===== config.mk =====
export PLATFORM = sky130hd
export DESIGN_NAME = zph_front_flat
export DESIGN_NICKNAME = d
export VERILOG_FILES = /design/src/design/zph_pkg.sv /design/src/design/zph_if.sv /design/src/design/zph_front.sv /design/src/flat_wrapper.sv
export SDC_FILE = /design/constraint.sdc
export NUM_CORES = 1
export LEC_CHECK = 0
export BUFFER_PORTS_ARGS = -buffer_cell sky130_fd_sc_hd__buf_2
export CORE_AREA = 2 2 102 104
export DETAILED_ROUTE_END_ITERATION = 12
export DIE_AREA = 0 0 104 106
export PLACE_DENSITY = 0.74
export SYNTH_ARGS = -nofsm -noshare
export SYNTH_HDL_FRONTEND = slang
export SYNTH_SLANG_ARGS = --single-unit

===== constraint.sdc =====
create_clock -name clk_i -period 6.69 [get_ports clk_i]
set_input_delay 1.338 -clock clk_i [delete_from_list [all_inputs] [get_ports clk_i]]
set_output_delay 1.338 -clock clk_i [all_outputs]
set_load 0.02 [all_outputs]

===== src/design/zph_pkg.sv =====
// Shared types, key-table layout and decode helpers for the Zobrist hash core.
package zph_pkg;

  localparam int unsigned KeyCount  = 781;
  localparam int unsigned KeyAw     = 10;
  localparam int unsigned KeyW      = 64;
  localparam int unsigned NumReads  = 6;
  localparam int unsigned ReadCntW  = 3;

  localparam logic [KeyAw-1:0] CastleBase = 10'd768;
  localparam logic [KeyAw-1:0] EpBase     = 10'd772;
  localparam logic [KeyAw-1:0] SideSlot   = 10'd780;
  localparam logic [KeyAw-1:0] LastSlot   = 10'd780;
  localparam logic [6:0]       NoSquare   = 7'd64;

  typedef enum logic [1:0] {
    FN_LOAD   = 2'd0,
    FN_SQUARE = 2'd1,
    FN_TAIL   = 2'd2,
    FN_MOVE   = 2'd3
  } func_e;

  localparam logic [2:0] PT_PAWN = 3'd1;
  localparam logic [2:0] PT_KING = 3'd6;

  localparam logic [3:0] MK_QUIET      = 4'd0;
  localparam logic [3:0] MK_DOUBLE     = 4'd1;
  localparam logic [3:0] MK_PROMO_N    = 4'd4;
  localparam logic [3:0] MK_PROMO_Q    = 4'd7;
  localparam logic [3:0] MK_CAPTURE    = 4'd8;
  localparam logic [3:0] MK_EN_PASSANT = 4'd9;
  localparam logic [3:0] MK_PCAP_N     = 4'd10;
  localparam logic [3:0] MK_PCAP_Q     = 4'd13;

  // promotion kinds map onto piece types by a fixed offset
  localparam logic [3:0] PromoOffset    = 4'd2;
  localparam logic [3:0] PcapOffset     = 4'd8;

  typedef struct packed {
    logic             valid;
    logic [KeyAw-1:0] index;
  } slot_t;

  // One queued command: either a key write or a list of key reads to XOR.
  typedef struct packed {
    logic                     is_write;
    logic                     wr_en;
    logic [KeyAw-1:0]         wr_index;
    logic [KeyW-1:0]          wr_value;
    logic                     clear;
    logic                     rehash;
    logic [ReadCntW-1:0]      n_reads;
    slot_t [NumReads-1:0]     rd;
  } cmd_t;

  typedef struct packed {
    logic empty;
    logic full;
  } fifo_stat_t;

  function automatic slot_t piece_slot(logic [5:0] sq, logic [2:0] ptype, logic who);
    slot_t            s;
    logic [KeyAw-1:0] base;
    logic [2:0]       tm1;
    base    = (KeyAw'(sq) << 3) + (KeyAw'(sq) << 2);
    tm1     = ptype - 3'd1;
    s.valid = (ptype >= PT_PAWN) && (ptype <= PT_KING);
    s.index = base + KeyAw'({tm1, 1'b0}) + KeyAw'(who);
    return s;
  endfunction

  function automatic slot_t ep_slot(logic [6:0] ep);
    slot_t s;
    s.valid = (ep < NoSquare);
    s.index = EpBase + KeyAw'(ep[2:0]);
    return s;
  endfunction

endpackage


===== src/design/zph_if.sv =====
// Valid/ready channel interfaces for position items and hash results.
interface zph_in_if;
  import zph_pkg::*;

  logic        valid;
  logic        ready;
  logic [1:0]  func;
  logic [9:0]  key_index;
  logic [63:0] key_value;
  logic [5:0]  from_square;
  logic [5:0]  to_square;
  logic [2:0]  piece_type;
  logic        player;
  logic [2:0]  victim_type;
  logic [3:0]  move_kind;
  logic [3:0]  castling;
  logic [6:0]  ep_square;

  modport source (
    output valid, func, key_index, key_value, from_square, to_square, piece_type,
           player, victim_type, move_kind, castling, ep_square,
    input  ready
  );
  modport sink (
    input  valid, func, key_index, key_value, from_square, to_square, piece_type,
           player, victim_type, move_kind, castling, ep_square,
    output ready
  );
endinterface



===== src/design/zph_front.sv =====
// Front end: accepts items, tracks castling/ep state, builds key-read commands.
module zph_front (
  input  logic              clk_i,
  input  logic              rst_ni,
  zph_in_if.sink            item_i,
  input  zph_pkg::fifo_stat_t fifo_stat_i,
  output logic              push_o,
  output zph_pkg::cmd_t     cmd_o
);
  import zph_pkg::*;

  logic [3:0] held_castling_q, held_castling_d;
  logic [6:0] held_ep_q, held_ep_d;
  logic [6:0] ep_n;
  logic [5:0] cap_sq;
  logic       opp;

  assign item_i.ready = !fifo_stat_i.full;
  assign push_o       = item_i.valid && !fifo_stat_i.full;

  assign ep_n   = (item_i.ep_square > NoSquare) ? NoSquare : item_i.ep_square;
  assign opp    = ~item_i.player;
  // en-passant victim sits one rank behind the target, wrapping mod 64
  assign cap_sq = item_i.player ? (item_i.to_square + 6'd8) : (item_i.to_square - 6'd8);

  always_comb begin
    cmd_o           = '0;
    cmd_o.wr_index  = item_i.key_index;
    cmd_o.wr_value  = item_i.key_value;
    held_castling_d = held_castling_q;
    held_ep_d       = held_ep_q;
    case (item_i.func)
      FN_LOAD: begin
        cmd_o.is_write = 1'b1;
        cmd_o.wr_en    = (item_i.key_index <= LastSlot);
      end
      FN_SQUARE: begin
        cmd_o.clear   = (item_i.from_square == 6'd0);
        cmd_o.n_reads = ReadCntW'(1);
        cmd_o.rd[0]   = piece_slot(item_i.from_square, item_i.piece_type, item_i.player);
      end
      FN_TAIL: begin
        cmd_o.n_reads = ReadCntW'(NumReads);
        cmd_o.rd[0]   = ep_slot(ep_n);
        for (int i = 0; i < 4; i++) begin
          cmd_o.rd[i+1].valid = item_i.castling[i];
          cmd_o.rd[i+1].index = CastleBase + KeyAw'(i);
        end
        cmd_o.rd[5].valid = item_i.player;
        cmd_o.rd[5].index = SideSlot;
        held_castling_d   = item_i.castling;
        held_ep_d         = ep_n;
      end
      FN_MOVE: begin
        if (item_i.castling != held_castling_q) begin
          cmd_o.rehash    = 1'b1;
          held_castling_d = item_i.castling;
          held_ep_d       = ep_n;
        end else begin
          cmd_o.n_reads = ReadCntW'(NumReads);
          cmd_o.rd[0]   = piece_slot(item_i.from_square, item_i.piece_type, item_i.player);
          case (item_i.move_kind) inside
            [MK_QUIET:MK_DOUBLE]: begin
              cmd_o.rd[2] = piece_slot(item_i.to_square, item_i.piece_type, item_i.player);
            end
            [MK_PROMO_N:MK_PROMO_Q]: begin
              cmd_o.rd[2] = piece_slot(item_i.to_square,
                                       3'(item_i.move_kind - PromoOffset), item_i.player);
            end
            MK_CAPTURE: begin
              cmd_o.rd[1] = piece_slot(item_i.to_square, item_i.victim_type, opp);
              cmd_o.rd[2] = piece_slot(item_i.to_square, item_i.piece_type, item_i.player);
            end
            MK_EN_PASSANT: begin
              cmd_o.rd[1] = piece_slot(cap_sq, item_i.victim_type, opp);
              cmd_o.rd[2] = piece_slot(item_i.to_square, item_i.piece_type, item_i.player);
            end
            [MK_PCAP_N:MK_PCAP_Q]: begin
              cmd_o.rd[1] = piece_slot(item_i.to_square, item_i.victim_type, opp);
              cmd_o.rd[2] = piece_slot(item_i.to_square,
                                       3'(item_i.move_kind - PcapOffset), item_i.player);
            end
            default: ;
          endcase
          cmd_o.rd[3]       = ep_slot(held_ep_q);
          cmd_o.rd[4]       = ep_slot(ep_n);
          cmd_o.rd[5].valid = 1'b1;
          cmd_o.rd[5].index = SideSlot;
          held_ep_d         = ep_n;
        end
      end
      default: ;
    endcase
  end

  always_ff @(posedge clk_i or negedge rst_ni) begin
    if (!rst_ni) begin
      held_castling_q <= '0;
      held_ep_q       <= NoSquare;
    end else if (push_o) begin
      held_castling_q <= held_castling_d;
      held_ep_q       <= held_ep_d;
    end
  end

endmodule


===== src/flat_wrapper.sv =====
// flat-port wrapper written by rule: the top's interface ports become plain ports
module zph_front_flat import zph_pkg::*;
  (clk_i, rst_ni, fifo_stat_i, push_o, cmd_o, item_i_valid, item_i_func, item_i_key_index, item_i_key_value, item_i_from_square, item_i_to_square, item_i_piece_type, item_i_player, item_i_victim_type, item_i_move_kind, item_i_castling, item_i_ep_square, item_i_ready);
  zph_in_if item_i_i ();
  input  logic clk_i;
  input  logic rst_ni;
  input  zph_pkg::fifo_stat_t fifo_stat_i;
  output logic push_o;
  output zph_pkg::cmd_t cmd_o;
  input wire logic [$bits(item_i_i.valid)-1:0] item_i_valid;
  input wire logic [$bits(item_i_i.func)-1:0] item_i_func;
  input wire logic [$bits(item_i_i.key_index)-1:0] item_i_key_index;
  input wire logic [$bits(item_i_i.key_value)-1:0] item_i_key_value;
  input wire logic [$bits(item_i_i.from_square)-1:0] item_i_from_square;
  input wire logic [$bits(item_i_i.to_square)-1:0] item_i_to_square;
  input wire logic [$bits(item_i_i.piece_type)-1:0] item_i_piece_type;
  input wire logic [$bits(item_i_i.player)-1:0] item_i_player;
  input wire logic [$bits(item_i_i.victim_type)-1:0] item_i_victim_type;
  input wire logic [$bits(item_i_i.move_kind)-1:0] item_i_move_kind;
  input wire logic [$bits(item_i_i.castling)-1:0] item_i_castling;
  input wire logic [$bits(item_i_i.ep_square)-1:0] item_i_ep_square;
  output wire logic [$bits(item_i_i.ready)-1:0] item_i_ready;
  assign item_i_i.valid = item_i_valid;
  assign item_i_i.func = item_i_func;
  assign item_i_i.key_index = item_i_key_index;
  assign item_i_i.key_value = item_i_key_value;
  assign item_i_i.from_square = item_i_from_square;
  assign item_i_i.to_square = item_i_to_square;
  assign item_i_i.piece_type = item_i_piece_type;
  assign item_i_i.player = item_i_player;
  assign item_i_i.victim_type = item_i_victim_type;
  assign item_i_i.move_kind = item_i_move_kind;
  assign item_i_i.castling = item_i_castling;
  assign item_i_i.ep_square = item_i_ep_square;
  assign item_i_ready = item_i_i.ready;
  zph_front u_core (.clk_i(clk_i), .rst_ni(rst_ni), .item_i(item_i_i), .fifo_stat_i(fifo_stat_i), .push_o(push_o), .cmd_o(cmd_o));
endmodule

Word-level counts from Yosys, hierarchy flattened --
Index checks and enable logic that the tools add are counted.
Word-level totals: input bits 115, logic and storage cells 90, output and inout port bits 149, flip-flop bits (word level) 11
Cells by class: bitwise logic cells 1, eq/ne operators 7, add/sub/neg operators 25, reductions and logical operators 15, muxes and demuxes 22, order comparisons 18
Operator list (number):
- 11-bit two-way mux | 10
- 55-bit one-hot mux with 2 select lines | 1
- 69-bit two-way mux | 1
- 10-bit by 1-bit adder with 10-bit output | 6
- 10-bit by 4-bit adder with 10-bit output | 6
- 11-bit one-hot mux with 3 select lines | 1
- 9-bit by 8-bit adder with 10-bit output | 3
- 9-bit by 4-bit adder with 10-bit output (first input constant) | 2
- 3-bit by 1-bit subtractor with 3-bit output (second input constant) | 5
- 7-bit < comparator (second input constant) | 2
- 3-bit by 1-bit >= comparator with 1-bit output (second input constant) | 4
- 3-bit <= comparator (second input constant) | 4
- 10-bit <= comparator (second input constant) | 1
- 3-bit one-hot mux with 3 select lines | 1
- 4-bit == test (second input constant) | 2
- 1-bit logical AND | 8
- 4-bit one-hot mux with 2 select lines | 1
- 7-bit > comparator (second input constant) | 1
- 7-bit two-way mux | 1
- 6-bit by 4-bit adder with 6-bit output (second input constant) | 1
- 6-bit logical NOT | 1
- 6-bit two-way mux | 1
- 6-bit by 4-bit subtractor with 6-bit output (second input constant) | 1
- 2-bit == test (second input constant) | 2
- other kinds (20) | 22

Depth between registers and ports, before layout --
depth after elaboration 11, mapped depth 14, depth with buffers taken out 14

Worst setup path before layout --
OpenSTA, ideal clock, no wires.
path type input port to output port, start input port item_i_victim_type[0], end output port cmd_o[17] (netlist bit), arrival time 3860 ps, cell stages on the path 12, path buffers 0, path slack 1492 ps, data required time 5352 ps, cells stage by stage inv_1 ha_1 xor2_1 inv_1 fa_1 inv_1 ha_1 maj3_1 a21oi_1 xnor2_1 a22oi_1 nor3_1
RTL lines:
- start, declared | line flat_wrapper.sv:18 | input wire logic [$bits(item_i_i.victim_type)-1:0] item_i_victim_type;
- end, declared | line flat_wrapper.sv:9 | output zph_pkg::cmd_t cmd_o;

==> results.toml <==
[sta]
timing.final.ws_setup_ns = 1.07
drv_slew = 0
setup_viol = 0
min_period_over_period = 0.840
period_minus_slack_ns = 5.62
rsz0062_at_grt = "no"
clock_skew_ns = 0
finalHoldViolCount = 0
tns_ns = 0
tightest_slew_ns = 0.859
slew_headroom = 0.425
max_freq_mhz = 178

[yosys]
ys_async_sr_fraction = 1.00
synth.top_cell.area_share = 0.194
synth_area_leaders = "buf_4 (19%), ha_1 (17%), fa_1 (5.2%)"
yosysWarnings = 0
synth_seq_cells = 8
synth.distinct_cells = 77
ys.flop_type = "dfrtp_1"
seq_area_frac_synth = 0.0527
netlist_instances = 493
synth_top_area_cell = "buf_4"
syn_area_per_cell_sq_um = 7.76
synth_edf_count = 0
syn_area_sq_um = 3820

[clock_tree]
ctsResizeCount = 0
cts_tree = "built"
clk_pin_slew_ns = 0.05
cts_setup_buffers = 0
cts_root_buf = "clkbuf_8"
clkSinkCount = 8
numCtsBuffers = 3
htree_levels = 1
clk_path_buf_depth = 2
cts_hold_buffers = 0
clk_latency_ns = 0.22

[finish]
diodes = 0
post-route-util = 0.387
final_cell_mix = "buf_2 (117), ha_1 (53), inv_1 (43)"
nets = 696
syn2layout_area_growth_pct = 1.18
drive_gt1_frac = 0.275
finalNonFillerCells = 653
fillCellCount = 1067
layout_commonest_cell = "buf_2"

[placed_design]
pre_cts_slack_ns = 1.06
dp_cells = 649
portBuffers = 117
dpl.hpwl_microns = 8720
gp_congestion = 0.893

[power_and_ir_drop]
ir_worst_vdd_mv = 0.0965
power_frac_clock = 0.126
total_power_w = 0.000489
combPwrFrac = 0.746
netSwitchingPower_w = 0.000248
powerDensity_nw_per_um2 = 126
seq_power_share = 0.128
p_int_w = 0.000241
swShare = 0.508
p_leak_nw = 1.99

[die]
row_count = 37
die_width_microns = 104
start_util = 0.382
ios = 264
fp.coreArea_sq_um = 10000
die_y_microns = 106
die-area_sq_um = 11000

[global_route]
gr-max-usage-layer = "met2"
grt_usage = 0.179
antenna_found_initial = 0
met1_usage = 0.201
grt_pass1_vias = 3421
grt_pass1_wl_microns = 16500
grt_max_degree = 19
grt_overflow = 0
use_met3 = 0.0349
grtUsageMet2 = 0.341

[outcome]
status = "completed"

[critical_path]
cp_max_fo = 3
arrival_ns = 4.28
required_ns = 5.35
startpoint_type = "input port"
critPathKind = "in -> out"
crit_path_end_kind = "output port"

[routing]
drt_iter0_markers = 253
wl_per_cell_microns = 15.9
routed_wl_microns = 10400
vias = 3483
drt_pass1_iterations = 7
ant_nets = 0
via_per_inst = 5.33
drc = 0

[worst_hold_path]
min_path_type = "reg -> reg"

[job]
maxCapViolations = 0
-- registers in the layout, indices dropped and copies added, names as in the netlist --
| register | flops |
|---|---|
| u_core.held_castling_q | 4 |
| u_core.held_ep_q | 4 |
-- path summary, 6_finish.rpt --
kind,startpoint,end,slack (ns),cells after the start
worst min-delay path,u_core.held_ep_q[0],u_core.held_ep_q[0],0.48,2
worst max register to register,u_core.held_castling_q[1],u_core.held_castling_q[1],5.93,1
worst min register to register,u_core.held_ep_q[0],u_core.held_ep_q[0],0.48,2
max in group asynchronous,rst_ni,u_core.held_ep_q[6],5.50,1
min in group asynchronous,rst_ni,u_core.held_ep_q[0],0.94,1
worst max-delay path,item_i_victim_type[0],cmd_o[20],1.07,16
-- metal layers --
metal	vias to the layer above	wire [microns]	share of wire
met4	0	233	0.023
met1	1589	3880	0.37
li1	1638	-	-
met3	28	932	0.090
met2	228	5310	0.51
met5	-	0	0
-- area by class of cell --
type	count	area [sq um]	area share
clock buffers	4	45.0	0.0116
flip-flops and latches	8	201	0.0521
inverters	43	161	0.0417
multi-input cells	344	2700	0.697
well taps	136	170	0.0440
repair buffers	118	593	0.153
-- cell families after synthesis --
kind of cell    share of synthesized area
buf+inv                             0.255
simple gates                        0.165
compound gates                      0.217
fa+ha+maj                           0.228
xor+xnor                           0.0664
flops                              0.0527
mux                                0.0147
other cells                      0.000981
-- worst max-delay path, stage by stage --
cell      delay [ns]
buf_2           0.11
inv_1           0.08
ha_1            0.17
xor2_1          0.38
inv_1           0.11
fa_1            0.50
inv_1           0.06
ha_1            0.23
ha_1            0.18
inv_1           0.06
a21oi_1         0.06
o21ai_0         0.21
a21boi_0        0.15
o311ai_0        0.29
o211ai_1        0.14
buf_2           0.21
-- power by group through the flow --
stage	logic (W)	registers (W)	clock network [W]
after floorplan	0.000342	0.0000617	0
after global placement	0.000352	0.0000623	0
after detailed placement	0.000363	0.0000629	0
after CTS	0.000365	0.0000622	0.0000628
after global routing	0.000404	0.0000634	0.0000672
final	0.000365	0.0000624	0.0000617
-- metrics by stage --
| stage | hold WS, ns | cell area, sq um |
|---|---|---|
| 2_1_floorplan | 0.442 | 3870 |
| 3_3_place_gp | 0.457 | 3820 |
| 3_5_place_dp | 0.475 | 3820 |
| 4_1_cts | 0.486 | 3870 |
| 5_1_grt | 0.514 | 3870 |
| 6_report | 0.476 | 3870 |
-- Yosys cell counts, types with 4 or more instances --
cell type / number
buf_4: 99
ha_1: 53
inv_1: 43
nand2_1: 36
nor2_1: 26
a21oi_1: 21
o21ai_0: 18
xnor2_1: 15
xor2_1: 14
fa_1: 10
a22oi_1: 9
nor3_1: 8
buf_2: 7
dfrtp_1: 7
nand2b_1: 7
nand3_1: 7
o22ai_1: 6
and2_1: 5
mux2_2: 5
nor2b_1: 5
o211ai_1: 5
nand3b_1: 4
o31ai_1: 4
No activity file was read; power rests on OpenSTA's default activity.
