===== src/design/zph_pkg.sv =====
// Shared types, key-table layout and decode helpers for the Zobrist hash core.
package zph_pkg;

  localparam int unsigned KeyCount  = 781;
  localparam int unsigned KeyAw     = 10;
  localparam int unsigned KeyW      = 64;
  localparam int unsigned NumReads  = 6;
  localparam int unsigned ReadCntW  = 3;

  localparam logic [KeyAw-1:0] CastleBase = 10'd768;
  localparam logic [KeyAw-1:0] EpBase     = 10'd772;
  localparam logic [KeyAw-1:0] SideSlot   = 10'd780;
  localparam logic [KeyAw-1:0] LastSlot   = 10'd780;
  localparam logic [6:0]       NoSquare   = 7'd64;

  typedef enum logic [1:0] {
    FN_LOAD   = 2'd0,
    FN_SQUARE = 2'd1,
    FN_TAIL   = 2'd2,
    FN_MOVE   = 2'd3
  } func_e;

  localparam logic [2:0] PT_PAWN = 3'd1;
  localparam logic [2:0] PT_KING = 3'd6;

  localparam logic [3:0] MK_QUIET      = 4'd0;
  localparam logic [3:0] MK_DOUBLE     = 4'd1;
  localparam logic [3:0] MK_PROMO_N    = 4'd4;
  localparam logic [3:0] MK_PROMO_Q    = 4'd7;
  localparam logic [3:0] MK_CAPTURE    = 4'd8;
  localparam logic [3:0] MK_EN_PASSANT = 4'd9;
  localparam logic [3:0] MK_PCAP_N     = 4'd10;
  localparam logic [3:0] MK_PCAP_Q     = 4'd13;

  // promotion kinds map onto piece types by a fixed offset
  localparam logic [3:0] PromoOffset    = 4'd2;
  localparam logic [3:0] PcapOffset     = 4'd8;

  typedef struct packed {
    logic             valid;
    logic [KeyAw-1:0] index;
  } slot_t;

  // One queued command: either a key write or a list of key reads to XOR.
  typedef struct packed {
    logic                     is_write;
    logic                     wr_en;
    logic [KeyAw-1:0]         wr_index;
    logic [KeyW-1:0]          wr_value;
    logic                     clear;
    logic                     rehash;
    logic [ReadCntW-1:0]      n_reads;
    slot_t [NumReads-1:0]     rd;
  } cmd_t;

  typedef struct packed {
    logic empty;
    logic full;
  } fifo_stat_t;

  function automatic slot_t piece_slot(logic [5:0] sq, logic [2:0] ptype, logic who);
    slot_t            s;
    logic [KeyAw-1:0] base;
    logic [2:0]       tm1;
    base    = (KeyAw'(sq) << 3) + (KeyAw'(sq) << 2);
    tm1     = ptype - 3'd1;
    s.valid = (ptype >= PT_PAWN) && (ptype <= PT_KING);
    s.index = base + KeyAw'({tm1, 1'b0}) + KeyAw'(who);
    return s;
  endfunction

  function automatic slot_t ep_slot(logic [6:0] ep);
    slot_t s;
    s.valid = (ep < NoSquare);
    s.index = EpBase + KeyAw'(ep[2:0]);
    return s;
  endfunction

endpackage


===== src/design/zph_fifo.sv =====
// Short command queue between the front end and the back end.
module zph_fifo #(
  parameter int unsigned Depth = 2
) (
  input  logic                clk_i,
  input  logic                rst_ni,
  input  logic                push_i,
  input  zph_pkg::cmd_t       cmd_i,
  input  logic                pop_i,
  output zph_pkg::cmd_t       cmd_o,
  output zph_pkg::fifo_stat_t stat_o
);
  import zph_pkg::*;

  localparam int unsigned PtrW = $clog2(Depth);
  localparam int unsigned CntW = $clog2(Depth + 1);

  cmd_t            mem_q [Depth];
  logic [PtrW-1:0] wr_ptr_q, rd_ptr_q;
  logic [CntW-1:0] count_q;

  assign cmd_o        = mem_q[rd_ptr_q];
  assign stat_o.empty = (count_q == '0);
  assign stat_o.full  = (count_q == CntW'(Depth));

  function automatic logic [PtrW-1:0] next_ptr(logic [PtrW-1:0] p);
    return (p == PtrW'(Depth - 1)) ? '0 : p + PtrW'(1);
  endfunction

  always_ff @(posedge clk_i) begin
    if (push_i) begin
      mem_q[wr_ptr_q] <= cmd_i;
    end
  end

  always_ff @(posedge clk_i or negedge rst_ni) begin
    if (!rst_ni) begin
      wr_ptr_q <= '0;
      rd_ptr_q <= '0;
      count_q  <= '0;
    end else begin
      if (push_i) begin
        wr_ptr_q <= next_ptr(wr_ptr_q);
      end
      if (pop_i) begin
        rd_ptr_q <= next_ptr(rd_ptr_q);
      end
      if (push_i && !pop_i) begin
        count_q <= count_q + CntW'(1);
      end else if (pop_i && !push_i) begin
        count_q <= count_q - CntW'(1);
      end
    end
  end

endmodule


===== config.mk =====
export PLATFORM = sky130hd
export DESIGN_NAME = zph_fifo
export DESIGN_NICKNAME = d
export VERILOG_FILES = /design/src/design/zph_pkg.sv /design/src/design/zph_fifo.sv
export SDC_FILE = /design/constraint.sdc
export NUM_CORES = 1
export LEC_CHECK = 0
export BUFFER_PORTS_ARGS = -buffer_cell sky130_fd_sc_hd__buf_4
export CELL_PAD_IN_SITES_DETAIL_PLACEMENT = 0
export CELL_PAD_IN_SITES_GLOBAL_PLACEMENT = 1
export CORE_ASPECT_RATIO = 1.25
export CORE_MARGIN = 2
export CORE_UTILIZATION = 30
export CTS_CLUSTER_SIZE = 10
export DETAILED_ROUTE_END_ITERATION = 10
export GPL_TIMING_DRIVEN = 0
export PLACE_DENSITY_LB_ADDON = 0.1
export SETUP_SLACK_MARGIN = 0.15
export SYNTH_ARGS = -nofsm -noshare
export SYNTH_HDL_FRONTEND = slang
export SYNTH_SLANG_ARGS = --single-unit

===== constraint.sdc =====
create_clock -name clk_i -period 8.95 [get_ports clk_i]
set_clock_uncertainty 0.15 [all_clocks]
set_input_delay 0.895 -clock clk_i [delete_from_list [all_inputs] [get_ports clk_i]]
set_output_delay 0.895 -clock clk_i [all_outputs]
set_load 0.02 [all_outputs]

## After elaboration in Yosys (flattened, before gate mapping)

Memory sizes are Yosys's and may differ from the RTL's.
Cells that the tools add are included.

| word-level totals | value |
|---|---|
| memory bits (writable) | 294 |
| memory bits (read-only) | 0 |
| register bits after elaboration | 4 |
| memories kept | 1 |
| input bits | 151 |
| bits in latches | 0 |
| output and inout port bits | 149 |

| operators by class | value |
|---|---|
| add/subtract/negate cells | 4 |
| bitwise gates (word level) | 0 |
| divide/modulo/power cells | 0 |
| reductions and logical operators | 6 |
| multiplexer cells | 6 |
| multiply operators | 0 |
| shift-type cells | 0 |
| $lt $le $gt $ge | 0 |
| equal/unequal tests | 1 |

Memory list:

| memory | depth | bits a word | read ports | clocked after Yosys merged registers in | write ports | line | RTL |
|---|---|---|---|---|---|---|---|
| mem_q | 2 | 147 | 1 | 0 | 1 | zph_fifo.sv:18 | `cmd_t mem_q [Depth];` |

Operators with widths:

| cell | number |
|---|---|
| two-way mux 1 bit | 4 |
| two-way mux 2 bit | 2 |
| adder 1 bit (second input constant) | 2 |
| adder 2 x 1 -> 2 bit (second input constant) | 1 |
| equality test 2 bit (second input constant) | 1 |
| logical AND 1 bit | 2 |
| logical NOT 1 bit | 2 |
| logical NOT 2 bit | 1 |
| nonzero test 2 bit | 1 |
| subtractor 2 x 1 -> 2 bit (second input constant) | 1 |

## Logic depth before layout (Yosys ltp)

Gate-level depths: netlist of run 1.

| depth | value |
|---|---|
| depth in word-level cells | 4 |
| gate-level depth with buffers | 5 |

## Worst setup path before layout of run 1

Ideal clock, no wire load.

| path | value |
|---|---|
| path kind | input -> register |
| start | input port push_i |
| end | memory mem_q[0][0] (netlist name), enable pin |
| slack | 0.872 ns |
| arrival | 7.255 ns |
| stages | 1 |
| buffers on the path | 0 |
| data required time | 8.127 ns |
| setup time | 0.673 ns |
| cell sequence | nor2b_1 |

| between the ends | value |
|---|---|
| longest elaborated chain between the ends | 2 |

Ends and longest elaborated chain:

| item | line | RTL |
|---|---|---|
| start, declared | zph_fifo.sv:7 | `input logic push_i,` |
| two-way mux 1 bit | zph_fifo.sv:31 | `if (push_i) begin` |
| two-way mux 1 bit (not written as such) | zph_fifo.sv:32 | `mem_q[wr_ptr_q] <= cmd_i;` |
| end, declared | zph_fifo.sv:18 |  |

No other way between the ends.

==> results of run 1 <==
-- Yosys cell counts (all sizes together) --
cell type,count
ha,1
xor2,4
buf,16
nor2b,2
and2,1
mux2,147
inv,1
edfxtp,294
dfrtp,4
nor2,2
xnor2,1
-- critical path, stage by stage, from the launching register on --
cell and delay, ns:
dfrtp_1 0.39, buf_4 0.31, buf_6 0.21, mux2_2 0.36, buf_4 0.16
-- layout make-up --
cell class | count | area share
flip-flops and latches | 298 | 0.600
clock buffers | 48 | 0.0650
multi-input cells | 158 | 0.117
repair buffers | 308 | 0.165
inverters | 1 | 0.000252
clock inverters | 2 | 0.00235
well taps | 474 | 0.0398
diodes | 1 | 0.000168
plain buffers | 16 | 0.0108
-- state kept, by name, indices dropped and copies added (netlist names) --
register  count
count_q       2
wr_ptr_q      1
rd_ptr_q      1
mem_q       294
-- cells by family after synthesis --
kind of cell	synth area share
flip-flops	0.824
multiplexers	0.153
AND/OR/NAND/NOR	0.00243
XOR/XNOR	0.00404
buffers and inverters	0.0151
adder cells (fa/ha/maj)	0.00116
-- timing repair --
action	CTS	global route
endpoints found under the hold margin	2	0
hold buffers	1	0
endpoints found under the setup margin	0	0
-- where the power goes --
part,internal (W),total [W],switching [W]
Clock,0.000772,0.00127,0.000501
Combinational,0.000800,0.00174,0.000935
Sequential,0.00185,0.00191,0.0000601
-- final timing paths --
kind                            startpoint            to  slack, ns  depth (start not counted)
min in group asynchronous           rst_ni      wr_ptr_q       0.59                          2
worst min-delay path            count_q[1]    count_q[1]       0.36                          1
worst max register to register    wr_ptr_q  mem_q[1][99]       6.99                          2
worst max-delay path              rd_ptr_q     cmd_o[78]       5.96                          4
worst min register to register  count_q[1]    count_q[1]       0.36                          1
max in group asynchronous           rst_ni    count_q[1]       7.95                          2
-- metal layers --
metal | wire length (microns) | global-route usage
met1 | 8380 | 0.123
met2 | 13000 | 0.232
met3 | 1860 | 0.0465
met4 | 736 | 0.0529
met5 | 0 | 0
-- metrics by stage --
step	power, W	hold WS (ns)	setup TNS [ns]	util
2_1_floorplan	0.00300	0.303	0	-
3_3_place_gp	0.00372	0.317	-456.48	0.386
3_5_place_dp	0.00371	0.342	0	0.391
4_1_cts	0.00501	0.356	0	0.420
5_1_grt	0.00515	0.373	0	0.420
6_report	0.00492	0.357	0	0.420
==> out/results.tsv, run 1 <==
stage	metric	value	unit
clock_network	Root Driver	clkbuf_16	
placement	pre-CTS WS	6.39	ns
layout	Area Overhead vs Synth	37.5	%
floorplanning	initial core utilization	0.305	
outcome	status	completed	
synthesis	Synthesized Nets	625	
setup_path	WS Path Type	register to primary output	
layout	Non-Filler Instances	1306	
placement	placed insts	1254	
layout	most common cell after layout, fill and taps aside	buf_4	
placement	Post-DP Area	13900	sq um
setup_path	startpoint types	register	
floorplanning	# rows	77	
clock_network	CTS tree	yes	
floorplanning	core box area	35500	sq um
clock_network	CTS Buffer Depth	3	
floorplanning	I/O Pins	300	
clock_network	Num CTS Buffers	36	
grt	antenna violations before repair	1	
floorplanning	die height	216	microns
detailed_routing	Post-DRT Antenna Nets	0	
setup_path	crit end category	primary output	
layout	Reg area	8930	sq um
sta	final setup violation count	0	
grt	vias in the first global route	6222	
detailed_routing	Post-route DRC	0	
pwr	Worst VDD drop	0.167	mV
pwr	Leak	5.54	nW
setup_path	crit path DAT	1.94	ns
detailed_routing	post-DR wirelength/cell	18.4	microns
layout	layout cells sized above 1	0.615	
layout	fill count	3233	
synthesis	Cell Area, Synth	10800	sq um
detailed_routing	final WL	24.0	mm
setup_path	maximum fanout along the worst path	10	
sta	Final Hold Fails	0	
pwr	power per cell area	330	nW/um^2
synthesis	Syn. warnings	0	
grt	Tot GR Track Use	0.125	
setup_path	Worst EP required	7.91	ns
detailed_routing	via count	5565	
clock_network	H-tree levels	2	
clock_network	clock transition at the registers of the reported paths	0.05	ns
sta	worst-margin pin slew	0.610	ns
sta	max-slew violations	0	
clock_network	postcts setup bufs	0	
clock_network	Clock Latency Late Sink	0.50	ns
floorplanning	die width	174	microns
grt	largest net degree at the start of global routing	66	
sta	Period minus WS final	2.99	ns
sta	final period utilization	0.334	
layout	area of the multi-input gates	1750	sq um
sta	unrepaired setup endpoints after global routing	false	
synthesis	Synth area leader	edfxtp_1	
detailed_routing	Initial DRT Pass Iterations	4	
synthesis	Synth top area share	0.815	
placement	Placer Congestion	0.711	
layout	fin area	14900	sq um
flow_run	Max Cap Violations	0	
synthesis	Mapped Cells	473	
layout	most frequent cells in the layout	buf_4, edfxtp_1, mux2_2, clkbuf_16, buf_6	
placement	post-DP HPWL	16.7	mm
detailed_routing	vias per inst	4.26	
layout	# nets final	971	
synthesis	sequential-to-total area share from yosys stat	0.824	
synthesis	synthesized area per cell	22.9	sq um
floorplanning	die area	37600	sq um
min_path	worst min-delay path category	register to register	
placement	port buffer count	299	
synthesis	number of library cell types mapped by synthesis	13	
sta	Max Fclk	335	MHz
synthesis	post-synthesis register bit count	298	
synthesis	top post-synthesis cells by area	edfxtp_1, mux2_2, buf_6, dfrtp_1, xor2_1	
detailed_routing	drt initial violations	164	
grt	Overflow after GRT	0	
clock_network	clk sinks	298	
clock_network	CTS resizes	0	
sta	setup slack after layout	5.96	ns
sta	Slew headroom	0.594	
grt	first-pass GRT wire length	35.5	mm
No activity file was read; power rests on OpenSTA's default activity.
==> run 2, diff against run 1 <==
- clock period: 8.95 -> 2.4 ns (I/O delays scaled with it)
==> run 2 against run 1 <==
  * Wire length increased by 4.2%
  * Sequential share of layout area decreased by 5.7 points
  * Final area increased by 10%
  * Sequential power increased to 3.7 times the previous value
  * Combinational power increased to 3.9 times the previous value
  * Register-to-register slack got worse by 6.5 ns
  * Clock-buffer cell count unchanged
  * Worst hold slack got worse by 0.056 ns
  * Cell count increased by 12%
  * Setup slack got worse by 5.7 ns
  * First-iteration DRC count increased by 30%
  * Critical endpoint is now cmd_o[96]
  * Largest power group unchanged
==> out/results.tsv, run 2 (same netlist as run 1, synthesis figures left out) <==
stage	metric	value	unit
outcome	status	completed	
detailed_routing	via count	6139	
floorplanning	# rows	77	
pwr	Leak	6.19	nW
placement	post-DP HPWL	17.2	mm
floorplanning	die height	216	microns
setup_path	CP max-delay cell	dfrtp_2	
detailed_routing	Post-DRT Antenna Nets	0	
grt	grt met1 use	0.137	
sta	Period minus WS final	2.18	ns
grt	Tot GR Track Use	0.131	
flow_run	Max Cap Violations	0	
clock_network	clock transition at the registers of the reported paths	0.05	ns
placement	port buffer count	299	
layout	most frequent cells in the layout	buf_4, edfxtp_1, dlygate4sd3_1, mux2_2, clkbuf_16	
layout	Area Overhead vs Synth	51.9	%
grt	routing usage on met2	0.249	
floorplanning	core box area	35500	sq um
setup_path	Max stage delay on crit path	0.42	ns
clock_network	CTS Buffer Depth	3	
grt	antenna violations before repair	1	
detailed_routing	Post-route DRC	0	
setup_path	delay-heaviest family, CP	buffers and inverters	
floorplanning	I/O Pins	300	
grt	GR Util met3	0.0351	
detailed_routing	vias per inst	4.20	
sta	final period utilization	0.910	
sta	final setup violation count	0	
sta	Max Fclk	458	MHz
floorplanning	die width	174	microns
layout	most common cell after layout, fill and taps aside	buf_4	
pwr	Worst VDD drop	0.632	mV
clock_network	Root Driver	clkbuf_16	
layout	layout cells sized above 1	0.521	
layout	# nets final	1123	
setup_path	WP buf/inv	3	
detailed_routing	drt initial violations	214	
clock_network	H-tree levels	2	
layout	Top reg by flops	mem_q	
pwr	Internal	0.0129	W
setup_path	critical-path cell list	buf_12 -> buf_6 -> mux2_2 -> buf_4	
grt	first-pass GRT wire length	37.7	mm
setup_path	WS Path Type	register to primary output	
sta	setup TNS	0	ns
grt	largest net degree at the start of global routing	56	
detailed_routing	Initial DRT Pass Iterations	4	
setup_path	startpoint types	register	
setup_path	maximum fanout along the worst path	10	
min_path	worst min-delay path category	input pin to register	
placement	Placer Congestion	0.720	
clock_network	clk sinks	298	
pwr	Psw	0.00568	W
grt	vias in the first global route	6917	
sta	Slew headroom	0.556	
pwr	Gate power share	0.365	
placement	placed insts	1254	
setup_path	Worst EP required	2.01	ns
floorplanning	initial core utilization	0.305	
pwr	switching part of the total power	0.305	
pwr	Clock power frac	0.252	
sta	Final Hold Fails	0	
detailed_routing	post-DR wirelength/cell	17.1	microns
grt	Overflow after GRT	0	
clock_network	Clock Latency Late Sink	0.50	ns
layout	Largest regs	mem_q: 294 flops, count_q: 2 flops	
clock_network	CTS tree	yes	
layout	max FFs per register	294	
layout	Non-Filler Instances	1461	
layout	fill count	3176	
pwr	power per cell area	1130	nW/um^2
setup_path	crit path DAT	1.79	ns
setup_path	crit end category	primary output	
layout	utilization after layout	0.464	
sta	max-slew violations	0	
detailed_routing	final WL	25.0	mm
floorplanning	die area	37600	sq um
pwr	Reg power frac	0.383	
sta	unrepaired setup endpoints after global routing	true	
sta	worst-margin pin slew	0.666	ns
grt	Most Crowded Layer GR	met2	
clock_network	Num CTS Buffers	36	
## run 2: cell types whose count changed in the layout (fill, tap and decap cells not counted), moves of 2 or more
cell           before  now
inv_6               0    2
buf_6              12    9
clkinv_1            0    3
dlygate4sd3_1       1  151
buf_8               0    4
## run 2: routing by layer
metal  share of wire  vias up
li1                -     2882
met1            0.36     3026
met2            0.55      192
met3           0.059       39
met4           0.024        0
met5               0        -
## run 2: through the flow
stage	total power, W	setup slack, ns	hold WS [ns]	cell area [sq um]
final	0.0186	0.215	0.301	16500
after global routing	0.0195	0.123	0.282	16500
after CTS	0.0189	0.148	0.267	16400
after detailed placement	0.0139	0.217	-0.104	13900
after global placement	0.0136	-2.00	-0.112	13700
after floorplan	0.0110	-0.778	-0.206	10800
## run 2: path summary, 6_finish.rpt
check | start | endpoint | slack [ns] | cells after the start
max | rd_ptr_q | cmd_o[96] | 0.22 | 4
min | cmd_i[138] | mem_q[0][138] | 0.30 | 2
max reg2reg | wr_ptr_q | mem_q[1][5] | 0.45 | 2
min reg2reg | count_q[1] | count_q[1] | 0.38 | 1
max in group asynchronous | rst_ni | rd_ptr_q | 1.37 | 3
min in group asynchronous | rst_ni | count_q[1] | 0.52 | 3
## run 2: final cells by class
class | instances | area, sq um | share of cell area
inverters | 1 | 3.75 | 0.000228
clock inverters | 5 | 28.8 | 0.00175
clock buffers | 48 | 967 | 0.0588
flip-flops and latches | 298 | 8930 | 0.543
plain buffers | 16 | 191 | 0.0116
well taps | 474 | 593 | 0.0360
diodes | 1 | 2.50 | 0.000152
repair buffers | 460 | 3990 | 0.242
multi-input cells | 158 | 1750 | 0.106
## run 2: power by group through the flow
stage               Clock, W  Sequential (W)  Combinational (W)
floorplan                  0         0.00722            0.00382
global placement           0         0.00730            0.00633
detailed placement         0         0.00723            0.00662
CTS                  0.00488         0.00714            0.00689
global route         0.00506         0.00722            0.00720
finish               0.00469         0.00713            0.00678
## run 2: timing repair
item / in CTS / in global routing
endpoints found under the hold margin: 301 / 0
setup endpoints to repair: 120 / 82
hold buffers: 151 / 0
setup buffers: 0 / 2
gates cloned: 0 / 0
gates resized for setup: 5 / 4
==> run 3, diff against run 2 <==
- CELL_PAD_IN_SITES_DETAIL_PLACEMENT: 0 -> 1
- CORE_MARGIN: 2 -> 8
==> run 3 against run 2 <==
  * Critical endpoint unchanged
  * Critical path type unchanged
  * Worst hold slack better by 0.0019 ns
  * Clock power up 3%
  * Highest routed layer is now met5
  * Largest cell class unchanged
  * Power up 0.95%
  * Sequential power about the same
  * Cell count up 0.21%
==> out/results.tsv, run 3 (same netlist as run 1, synthesis figures left out) <==
stage	metric	value	unit
sta	max-slew violations	0	
setup_path	maximum fanout along the worst path	10	
grt	Most Crowded Layer GR	met2	
setup_path	WS Path Type	register to primary output	
grt	antenna violations before repair	2	
placement	post-DP HPWL	19.3	mm
detailed_routing	final WL	28.1	mm
detailed_routing	post-DR wirelength/cell	19.2	microns
layout	layout cells sized above 1	0.523	
layout	# nets final	1122	
min_path	min-delay src	cmd_i[60]	
sta	Max Fclk	450	MHz
sta	final setup violation count	0	
clock_network	CTS tree	yes	
pwr	Worst VDD drop	0.634	mV
setup_path	worst reg2reg path depth	2	
clock_network	H-tree levels	2	
sta	Period minus WS final	2.22	ns
floorplanning	# rows	78	
clock_network	clock transition at the registers of the reported paths	0.06	ns
placement	Placer Congestion	0.732	
detailed_routing	drt initial violations	163	
sta	worst-margin pin slew	0.602	ns
placement	placed insts	1260	
layout	Non-Filler Instances	1464	
floorplanning	core box area	35900	sq um
layout	most frequent cells in the layout	buf_4, edfxtp_1, dlygate4sd3_1, mux2_2, clkbuf_16	
grt	Overflow after GRT	0	
detailed_routing	Post-route DRC	0	
clock_network	clk sinks	298	
grt	grt met1 use	0.137	
grt	Tot GR Track Use	0.131	
grt	largest net degree at the start of global routing	66	
floorplanning	initial core utilization	0.302	
floorplanning	die width	186	microns
setup_path	CP max-delay cell	dfrtp_2	
sta	hold_ws	0.303	ns
layout	Top reg by flops	mem_q	
sta	Final Hold Fails	0	
setup_path	RR Startpoint	wr_ptr_q	
setup_path	Max stage delay on crit path	0.43	ns
grt	GR Util met3	0.0429	
detailed_routing	Initial DRT Pass Iterations	5	
sta	final period utilization	0.926	
detailed_routing	via count	6187	
layout	fill count	3520	
pwr	power per cell area	1140	nW/um^2
setup_path	Worst EP required	2.01	ns
sta	Slew headroom	0.598	
layout	max FFs per register	294	
setup_path	WP buf/inv	3	
clock_network	Num CTS Buffers	36	
outcome	status	completed	
setup_path	critical-path cell list	buf_12 -> buf_6 -> mux2_2 -> buf_4	
grt	vias in the first global route	7437	
floorplanning	die area	42500	sq um
min_path	hold path cells	2	
detailed_routing	Post-DRT Antenna Nets	0	
min_path	worst min-delay path category	input pin to register	
layout	Area Overhead vs Synth	51.8	%
pwr	Pwr Total	0.0188	W
setup_path	delay-heaviest family, CP	buffers and inverters	
placement	port buffer count	299	
clock_network	Root Driver	clkbuf_16	
detailed_routing	vias per inst	4.23	
setup_path	startpoint types	register	
layout	most common cell after layout, fill and taps aside	buf_4	
floorplanning	die height	228	microns
clock_network	Clock Latency Late Sink	0.51	ns
sta	unrepaired setup endpoints after global routing	true	
flow_run	Max Cap Violations	0	
setup_path	crit path from	rd_ptr_q	
pwr	Leak	6.18	nW
floorplanning	I/O Pins	300	
grt	routing usage on met2	0.243	
setup_path	cell count along the critical path	4	
setup_path	crit end category	primary output	
setup_path	crit path DAT	1.83	ns
layout	Largest regs	mem_q: 294 flops, count_q: 2 flops	
grt	first-pass GRT wire length	42.4	mm
clock_network	CTS Buffer Depth	3	
run 3: cell type report:
class | instances | area, sq um | share of cell area
Antenna cell | 1 | 2.50 | 0.000152
Buffer | 16 | 176 | 0.0107
Clock buffer | 47 | 963 | 0.0586
Clock inverter | 4 | 51.3 | 0.00312
Inverter | 1 | 3.75 | 0.000228
Multi-Input combinational cell | 158 | 1750 | 0.106
Sequential cell | 298 | 8930 | 0.543
Tap cell | 480 | 601 | 0.0365
Timing Repair Buffer | 459 | 3960 | 0.241
run 3: where the power goes:
part | internal (W) | leakage [nW] | switching, W | total, W
Sequential | 0.00690 | 2.80 | 0.000237 | 0.00714
Clock | 0.00289 | 0.493 | 0.00193 | 0.00482
Combinational | 0.00318 | 2.88 | 0.00364 | 0.00682
Total | 0.0130 | 6.18 | 0.00580 | 0.0188
run 3: worst reg2reg max path, stage by stage (launching register included):
cell     delay (ns)
dfrtp_1        0.42
and2_4         0.57
buf_16         0.38
run 3: layer usage:
metal	vias up	share of wire
li1	2875	-
met1	3075	0.36
met2	197	0.54
met3	38	0.080
met4	2	0.017
met5	-	0.00046
run 3: stage by stage:
step / utilization / worst slack (ns) / area [sq um] / setup TNS (ns)
6_report: 0.458 / 0.177 / 16400 / 0
5_1_grt: 0.458 / 0.0813 / 16400 / 0
4_1_cts: 0.458 / 0.111 / 16400 / 0
3_5_place_dp: 0.387 / 0.0552 / 13900 / 0
3_3_place_gp: 0.381 / -2.10 / 13700 / -528.73
2_1_floorplan: - / -0.778 / 10800 / -178.45
run 3: worst paths after layout:
check	endpoint	slack [ns]
max in group asynchronous	rd_ptr_q	1.41
min	mem_q[1][60]	0.30
max	cmd_o[96]	0.18
min in group asynchronous	wr_ptr_q	0.50
min reg2reg	count_q[1]	0.36
max reg2reg	mem_q[1][101]	0.47
run 3: repair_timing:
item,CTS,global route
buffers inserted,1,0
hold endpoints to repair,301,0
resized for setup,5,0
pin swaps,0,0
hold buffers,151,0
setup endpoints to repair,143,123
